## src/hw/rtl/yuvmk_pkg.sv

```systemverilog
// Types, constants and helpers for the YUYV to RGB converter with marker mask.
package yuvmk_pkg;

   localparam int DivStages       = 4;
   localparam int DivStepsPerStg  = 4;

   localparam logic signed [17:0] CoefVToR = 18'sd91881;
   localparam logic signed [17:0] CoefVToG = 18'sd46792;
   localparam logic signed [17:0] CoefUToG = 18'sd21889;
   localparam logic signed [17:0] CoefUToB = 18'sd116129;
   localparam logic [8:0]         ChromaBias = 9'd128;

   localparam logic [16:0] ResetRedShare   = 17'd42201;
   localparam logic [16:0] ResetGreenShare = 17'd14067;
   localparam logic [16:0] ResetBlueShare  = 17'd9267;
   localparam logic [33:0] ResetMaxDist    = 34'd134861043;
   localparam logic [7:0]  ResetFill       = 8'd15;

   typedef enum logic [2:0] {
      CSR_MARKER_RED,
      CSR_MARKER_GREEN,
      CSR_MARKER_BLUE,
      CSR_MAX_DIST,
      CSR_FILL_RED,
      CSR_FILL_GREEN,
      CSR_FILL_BLUE
   } csr_index_type;

   typedef struct packed {
      logic [7:0] blue;
      logic [7:0] green;
      logic [7:0] red;
   } rgb_type;

   typedef struct packed {
      logic    last;
      rgb_type second;
      rgb_type first;
   } pix_type;

   typedef struct packed {
      logic [9:0]  rem;
      logic [16:0] quo;
   } div_type;

   function automatic logic [7:0] clamp_chan(input logic signed [10:0] v);
      logic [7:0] o;
      if (v < 11'sd0) begin
         o = 8'd0;
      end else if (v > 11'sd255) begin
         o = 8'd255;
      end else begin
         o = v[7:0];
      end
      return o;
   endfunction

   function automatic rgb_type pixel_rgb(input logic [7:0] y,
                                         input logic signed [10:0] t_vr,
                                         input logic signed [10:0] t_vg,
                                         input logic signed [10:0] t_ug,
                                         input logic signed [10:0] t_ub);
      logic signed [10:0] ys;
      rgb_type            o;
      ys      = $signed({3'b000, y});
      o.red   = clamp_chan(ys + t_vr);
      o.green = clamp_chan(ys - t_vg - t_ug);
      o.blue  = clamp_chan(ys + t_ub);
      return o;
   endfunction

   // one restoring division step, quotient bit shifted in at the bottom
   function automatic div_type div_step(input div_type d, input logic [9:0] s);
      logic [10:0] r2;
      div_type     o;
      r2 = {d.rem, 1'b0};
      if (r2 >= {1'b0, s}) begin
         o.rem = 10'(r2 - {1'b0, s});
         o.quo = {d.quo[15:0], 1'b1};
      end else begin
         o.rem = r2[9:0];
         o.quo = {d.quo[15:0], 1'b0};
      end
      return o;
   endfunction

endpackage

```

## src/hw/rtl/yuyv_to_rgb_marker_mask.sv

```systemverilog
// YUYV macropixel to RGB888 converter with marker color mask, top level.
//
//  port group | dir | beat contents
//  req_       | in  | tdata: luma_first, chroma_blue, luma_second, chroma_red; tlast: in_last
//  rsp_       | out | tdata: first rgb, second rgb; tuser: is_marker; tlast: out_last
//  csr_       | in  | write enable, register index, 34-bit write data
//
//  One beat per cycle while the output is not stalled; req accept leads to rsp valid through the stage registers.
//  The chromaticity division is a 4-stage restoring divider, 4 quotient bits per stage.
//  The whole pipe advances when the output register is empty or taken; else it holds.
//  Reset clears the stage valid bits and loads the register defaults.
module yuyv_to_rgb_marker_mask (
   input  logic        clock,
   input  logic        reset,
   input  logic        req_tvalid,
   output logic        req_tready,
   input  logic [31:0] req_tdata,   // luma_first, chroma_blue, luma_second, chroma_red
   input  logic        req_tlast,
   output logic        rsp_tvalid,
   input  logic        rsp_tready,
   output logic [47:0] rsp_tdata,   // red/green/blue_first, red/green/blue_second
   output logic        rsp_tuser,   // is_marker
   output logic        rsp_tlast,
   input  logic        csr_wr_en,
   input  logic [2:0]  csr_index,
   input  logic [33:0] csr_wdata
);
   import yuvmk_pkg::*;

   localparam int LastStage = 8;
   localparam int DivFirst  = 2;

   logic [16:0] marker_red_share_ff, marker_green_share_ff, marker_blue_share_ff;
   logic [33:0] max_square_distance_ff;
   logic [7:0]  fill_red_ff, fill_green_ff, fill_blue_ff;

   logic                 pipe_adv;
   logic [LastStage:0]   vld_ff;
   logic [LastStage:0]   vld_in;

   logic [7:0]           y0_ff, y1_ff;
   logic                 last0_ff;
   logic signed [8:0]    u_in, v_in;
   logic signed [26:0]   prod_vr_in, prod_vg_in, prod_ug_in, prod_ub_in;
   logic signed [26:0]   prod_vr_ff, prod_vg_ff, prod_ug_ff, prod_ub_ff;

   pix_type              pix_ff [LastStage:1];
   pix_type              pix1_in;

   logic [9:0]           s_ff   [DivStages:0];
   div_type              div_ff [DivStages:0][3];
   div_type              div_in [DivStages:0][3];
   logic [9:0]           s0_in;

   logic [16:0]          share [3];
   logic [16:0]          diff_in [3];
   logic [16:0]          diff_ff [3];
   logic                 szero7_ff, szero8_ff;
   logic [33:0]          sq_in [3];
   logic [33:0]          sq_ff [3];

   logic [35:0]          dist_in;
   logic                 hit_in;
   logic                 rsp_tvalid_ff, rsp_marker_ff, rsp_last_ff;
   logic [47:0]          rsp_data_ff;
   rgb_type              first_in;

   assign pipe_adv   = !rsp_tvalid_ff || rsp_tready;
   assign req_tready = pipe_adv;

   // configuration
   always_ff @(posedge clock) begin
      if (reset) begin
         marker_red_share_ff    <= ResetRedShare;
         marker_green_share_ff  <= ResetGreenShare;
         marker_blue_share_ff   <= ResetBlueShare;
         max_square_distance_ff <= ResetMaxDist;
         fill_red_ff            <= ResetFill;
         fill_green_ff          <= ResetFill;
         fill_blue_ff           <= ResetFill;
      end else if (csr_wr_en) begin
         case (csr_index_type'(csr_index))
            CSR_MARKER_RED:   marker_red_share_ff    <= csr_wdata[16:0];
            CSR_MARKER_GREEN: marker_green_share_ff  <= csr_wdata[16:0];
            CSR_MARKER_BLUE:  marker_blue_share_ff   <= csr_wdata[16:0];
            CSR_MAX_DIST:     max_square_distance_ff <= csr_wdata;
            CSR_FILL_RED:     fill_red_ff            <= csr_wdata[7:0];
            CSR_FILL_GREEN:   fill_green_ff          <= csr_wdata[7:0];
            CSR_FILL_BLUE:    fill_blue_ff           <= csr_wdata[7:0];
            default: ;
         endcase
      end
   end

   assign vld_in = {vld_ff[LastStage-1:0], req_tvalid};

   always_ff @(posedge clock) begin
      if (reset) begin
         vld_ff        <= '0;
         rsp_tvalid_ff <= 1'b0;
      end else if (pipe_adv) begin
         vld_ff        <= vld_in;
         rsp_tvalid_ff <= vld_ff[LastStage];
      end
   end

   // stage 0: chroma products
   assign u_in       = $signed({1'b0, req_tdata[15:8]} - ChromaBias);
   assign v_in       = $signed({1'b0, req_tdata[31:24]} - ChromaBias);
   assign prod_vr_in = v_in * CoefVToR;
   assign prod_vg_in = v_in * CoefVToG;
   assign prod_ug_in = u_in * CoefUToG;
   assign prod_ub_in = u_in * CoefUToB;

   // stage 1: floor, add, clamp
   always_comb begin
      pix1_in.last   = last0_ff;
      pix1_in.first  = pixel_rgb(y0_ff, $signed(prod_vr_ff[26:16]),
                                 $signed(prod_vg_ff[26:16]), $signed(prod_ug_ff[26:16]),
                                 $signed(prod_ub_ff[26:16]));
      pix1_in.second = pixel_rgb(y1_ff, $signed(prod_vr_ff[26:16]),
                                 $signed(prod_vg_ff[26:16]), $signed(prod_ug_ff[26:16]),
                                 $signed(prod_ub_ff[26:16]));
   end

   // stage 2: divider setup, stages 3..6: 4 quotient bits each
   assign s0_in = {2'b00, pix_ff[1].first.red} + {2'b00, pix_ff[1].first.green}
                + {2'b00, pix_ff[1].first.blue};

   always_comb begin
      logic [9:0] c10 [3];
      logic       qtop;
      c10[0] = {2'b00, pix_ff[1].first.red};
      c10[1] = {2'b00, pix_ff[1].first.green};
      c10[2] = {2'b00, pix_ff[1].first.blue};
      for (int ch = 0; ch < 3; ch++) begin
         qtop = c10[ch] >= s0_in;
         div_in[0][ch].rem = qtop ? 10'(c10[ch] - s0_in) : c10[ch];
         div_in[0][ch].quo = {16'd0, qtop};
      end
      for (int k = 1; k <= DivStages; k++) begin
         for (int ch = 0; ch < 3; ch++) begin
            div_in[k][ch] = div_ff[k-1][ch];
            for (int st = 0; st < DivStepsPerStg; st++) begin
               div_in[k][ch] = div_step(div_in[k][ch], s_ff[k-1]);
            end
         end
      end
   end

   // stage 7: distance per channel, stage 8: squares
   assign share[0] = marker_red_share_ff;
   assign share[1] = marker_green_share_ff;
   assign share[2] = marker_blue_share_ff;

   always_comb begin
      for (int ch = 0; ch < 3; ch++) begin
         if (div_ff[DivStages][ch].quo >= share[ch]) begin
            diff_in[ch] = div_ff[DivStages][ch].quo - share[ch];
         end else begin
            diff_in[ch] = share[ch] - div_ff[DivStages][ch].quo;
         end
         sq_in[ch] = diff_ff[ch] * diff_ff[ch];
      end
   end

   // stage 9: sum, compare, select
   assign dist_in  = 36'(sq_ff[0]) + 36'(sq_ff[1]) + 36'(sq_ff[2]);
   assign hit_in   = !szero8_ff && (dist_in < {2'b00, max_square_distance_ff});
   assign first_in = hit_in ? pix_ff[LastStage].first
                            : rgb_type'({fill_blue_ff, fill_green_ff, fill_red_ff});

   always_ff @(posedge clock) begin
      if (pipe_adv) begin
         y0_ff      <= req_tdata[7:0];
         y1_ff      <= req_tdata[23:16];
         last0_ff   <= req_tlast;
         prod_vr_ff <= prod_vr_in;
         prod_vg_ff <= prod_vg_in;
         prod_ug_ff <= prod_ug_in;
         prod_ub_ff <= prod_ub_in;
         pix_ff[1]  <= pix1_in;
         for (int k = 2; k <= LastStage; k++) begin
            pix_ff[k] <= pix_ff[k-1];
         end
         s_ff[0] <= s0_in;
         for (int k = 1; k <= DivStages; k++) begin
            s_ff[k] <= s_ff[k-1];
         end
         for (int k = 0; k <= DivStages; k++) begin
            for (int ch = 0; ch < 3; ch++) begin
               div_ff[k][ch] <= div_in[k][ch];
            end
         end
         for (int ch = 0; ch < 3; ch++) begin
            diff_ff[ch] <= diff_in[ch];
            sq_ff[ch]   <= sq_in[ch];
         end
         szero7_ff     <= s_ff[DivStages] == 10'd0;
         szero8_ff     <= szero7_ff;
         rsp_data_ff   <= {pix_ff[LastStage].second, first_in};
         rsp_marker_ff <= hit_in;
         rsp_last_ff   <= pix_ff[LastStage].last;
      end
   end

   assign rsp_tvalid = rsp_tvalid_ff;
   assign rsp_tdata  = rsp_data_ff;
   assign rsp_tuser  = rsp_marker_ff;
   assign rsp_tlast  = rsp_last_ff;

   a_stall_freezes_pipe : assert property (@(posedge clock) disable iff (reset)
      !pipe_adv |=> $stable(vld_ff))
      else $error("stage valid bits moved during a stall");

   a_marker_not_black : assert property (@(posedge clock) disable iff (reset)
      rsp_tvalid && rsp_tuser |-> rsp_tdata[23:0] != 24'd0)
      else $error("black first pixel flagged as marker");

   a_div_rem_bound : assert property (@(posedge clock) disable iff (reset)
      vld_ff[DivFirst+DivStages] && s_ff[DivStages] != 10'd0 |->
         div_ff[DivStages][0].rem < s_ff[DivStages] &&
         div_ff[DivStages][1].rem < s_ff[DivStages] &&
         div_ff[DivStages][2].rem < s_ff[DivStages])
      else $error("divider remainder not below divisor");

   a_share_bound : assert property (@(posedge clock) disable iff (reset)
      vld_ff[DivFirst+DivStages] && s_ff[DivStages] != 10'd0 |->
         (!div_ff[DivStages][0].quo[16] || div_ff[DivStages][0].quo[15:0] == 16'd0) &&
         (!div_ff[DivStages][1].quo[16] || div_ff[DivStages][1].quo[15:0] == 16'd0) &&
         (!div_ff[DivStages][2].quo[16] || div_ff[DivStages][2].quo[15:0] == 16'd0))
      else $error("chromaticity share above one");

endmodule
```

## config.mk

```make
export PLATFORM = sky130hd
export DESIGN_NAME = yuyv_to_rgb_marker_mask
export DESIGN_NICKNAME = d
export VERILOG_FILES = /design/src/hw/rtl/yuvmk_pkg.sv /design/src/hw/rtl/yuyv_to_rgb_marker_mask.sv
export SDC_FILE = /design/constraint.sdc
export NUM_CORES = 2
export LEC_CHECK = 0
export BUFFER_PORTS_ARGS = -buffer_cell sky130_fd_sc_hd__buf_2
export CORE_MARGIN = 5
export CORE_UTILIZATION = 45
export CTS_BUF_LIST = sky130_fd_sc_hd__clkbuf_8
export CTS_CLUSTER_DIAMETER = 120
export CTS_CLUSTER_SIZE = 8
export DETAILED_ROUTE_END_ITERATION = 8
export SETUP_SLACK_MARGIN = 0.15
export SYNTH_ARGS = -nofsm -noshare
export SYNTH_HDL_FRONTEND = slang
export SYNTH_SLANG_ARGS = --single-unit
```

## constraint.sdc

```tcl
create_clock -name clock -period 29.8 [get_ports clock]
set_input_delay 1.49 -clock clock [delete_from_list [all_inputs] [get_ports clock]]
set_output_delay 1.49 -clock clock [all_outputs]
set_load 0.02 [all_outputs]
```

==> results.toml <==
[synthesis]
yosysSeqAreaShare = 0.310
synthArstFlopShare = 0
syn_area_sq_um = 100000
synth-seq-cells = 1076
synth_area_leaders = "edfxtp_1 (29%), ha_1 (16%), fa_1 (15%)"
yosysTopAreaCellShare = 0.286
synth_warnings = 0
ys_dominant_reg_cell = "edfxtp_1"
ys_types = 94
syn_avg_cell_area_sq_um = 10.3
yosysTopAreaCell = "edfxtp_1"
synth_edf_count = 957
synthCells = 9741

[worst_setup_path]
cp_slowest_cell = "a2111oi_4"
critPathKind = "reg -> reg"
endpoint_kind = "flip-flop"
critPathLaunchType = "flip-flop"
path_common_cell = "ha_1"
path_max_fanout = 14
worstPathArrival_ns = 12.13
max_stage_delay_ns = 0.67
required_ns = 30.44

[clocking]
ctsHoldBuffers = 0
cts_tree = "yes"
htree_levels = 4
clock-sinks = 1076
cts.clk_slew.worst_paths_ns = 0.08
cts-resized-gates = 0
root_buffer = "clkbuf_8"
cts_made_buffers = 153
postCtsSetupBuffers = 0
clockBufferDepth = 3
clock_latency_ns = 0.94

[finish]
drive_gt1_frac = 0.0732
syn_to_final_growth_pct = 6.96
fin_cells = 13000
fillers = 20500
layout.nets = 12000
post-route-util = 0.483
layout_commonest_cell = "inv_1"
fin_area_sq_um = 107000
layout_common_cells = "inv_1 (1416), ha_1 (1250), edfxtp_1 (957)"

[global_route]
grt_pass1_vias = 72300
grt.total_usage = 0.214
grt_max_degree = 134
grt_pass1_wl_mm = 397
antenna_found_initial = 10
grt.overflow.total = 0

[sta]
clock_skew_ns = 0.0712
finalSetupTns_ns = 0
post-route-min-period_ns = 11.49
finalHoldViolCount = 0
period_share = 0.385
setup_viol = 0
rsz0062_at_grt = "no"
worst_slew_pin_slew_ns = 1.19
fmax_ghz = 0.0871
drv_slew = 0
relSlewSlack = 0.200

[floorplanning]
core-area_sq_um = 222000
start_util = 0.452
dieHeight_microns = 482
io_pins = 127
rows = 173
dieArea_sq_um = 232000
fp.dieW_microns = 482

[route]
drc = 0
first_pass_iters = 6
via_count = 70400
drt_iter0_markers = 3999
ant_nets = 0
wl_per_cell_microns = 19.2
drt_wl_total_mm = 249
vias_per_cell = 5.43

[placement]
place_area_sq_um = 105000
hpwl_mm = 195
dpl.cell_count = 12700
port_buffers = 126
gp_congestion = 0.894

[flow_run]
drv_cap = 0

[hold_path]
hold_path_class = "reg -> reg"

[outcome]
outcome = "finished, final reports clean"
## synthesized netlist by cell type (all sizes together) (36+ instances only)
| cell type | instances |
|---|---|
| nand2 | 675 |
| a21o | 322 |
| dfxtp | 119 |
| fa | 763 |
| o21ai | 365 |
| mux2i | 71 |
| xor2 | 185 |
| nor2b | 142 |
| nor2 | 510 |
| nand3 | 69 |
| o21bai | 88 |
| clkbuf | 184 |
| a211o | 45 |
| edfxtp | 957 |
| a211oi | 73 |
| ha | 1250 |
| o31ai | 36 |
| mux2 | 269 |
| o21a | 129 |
| nor3 | 172 |
| xnor2 | 384 |
| and3 | 41 |
| a31oi | 41 |
| o211ai | 39 |
| inv | 1359 |
| nand2b | 109 |
| a21boi | 42 |
| a21oi | 585 |
| nand4 | 69 |
| and2 | 206 |
## per-layer routing
metal  part of all wire  up-vias  GRT usage
li1                   -    34200          -
met1               0.44    34400      0.279
met2               0.49     1457      0.373
met3              0.040      370     0.0251
met4              0.033        2     0.0685
met5           0.000028        -          0
## metrics by stage
step,setup slack [ns],hold slack [ns]
after detailed placement,18.54,0.405
after floorplan,3.34,0.400
after global placement,18.70,0.400
after CTS,18.40,0.387
after global routing,17.19,0.383
final,18.31,0.393
## final cells by class
| cell class | instances | area, sq um | share of cell area |
|---|---|---|---|
| Tap cell | 2975 | 3720 | 0.0347 |
| Inverter | 1360 | 5110 | 0.0476 |
| Multi-Input combinational cell | 7105 | 63400 | 0.591 |
| Antenna cell | 7 | 17.5 | 0.000163 |
| Clock inverter | 79 | 539 | 0.00503 |
| Sequential cell | 1076 | 31100 | 0.290 |
| Timing Repair Buffer | 211 | 1280 | 0.0120 |
| Clock buffer | 154 | 2120 | 0.0198 |
## logic make-up after synthesis
| family | Yosys count | share of synthesized area |
|---|---|---|
| AO/OA/AOI/OAI | 2009 | 0.131 |
| XOR/XNOR | 569 | 0.0497 |
| multiplexers | 340 | 0.0373 |
| adder cells (fa/ha/maj) | 2013 | 0.308 |
| other | 2 | 0.0000749 |
| AND/OR/NAND/NOR | 2171 | 0.105 |
| buffers and inverters | 1561 | 0.0585 |
| flip-flops | 1076 | 0.310 |
## registers in the layout, summed over array words and instances (netlist names), 9 cells and up
name and cells:
max_square_distance_ff 34, vld_ff 9, s_ff 50, prod_vg_ff 10, marker_green_share_ff 17, prod_ub_ff 11
pix_ff 392, rsp_tdata 48, div_ff 255, marker_blue_share_ff 17, diff_ff 51, prod_vr_ff 11
sq_ff 99, prod_ug_ff 9, marker_red_share_ff 17
## path summary, 6_finish.rpt
check,from,endpoint,slack (ns),cells past startpoint
hold / removal,pix_ff[0][254],pix_ff[0][303],0.39,0
hold reg to reg,pix_ff[0][254],pix_ff[0][303],0.39,0
setup / recovery,s_ff[0][1],div_ff[1][50],18.31,40
setup reg to reg,s_ff[0][1],div_ff[1][50],18.31,40
## worst max-delay path, delay by kind of cell, from the launching register on
family | cells | cell delay (ns)
AO/OA/AOI/OAI | 22 | 6.25
AND/OR/NAND/NOR | 8 | 1.56
adder cells (fa/ha/maj) | 4 | 1.28
multiplexers | 2 | 0.83
buffers and inverters | 4 | 0.68
flip-flops | 1 | 0.58
Power is left out: the tool's default activity adds up to more than one toggle a clock period on the data nets, which glitch-free logic cannot reach.
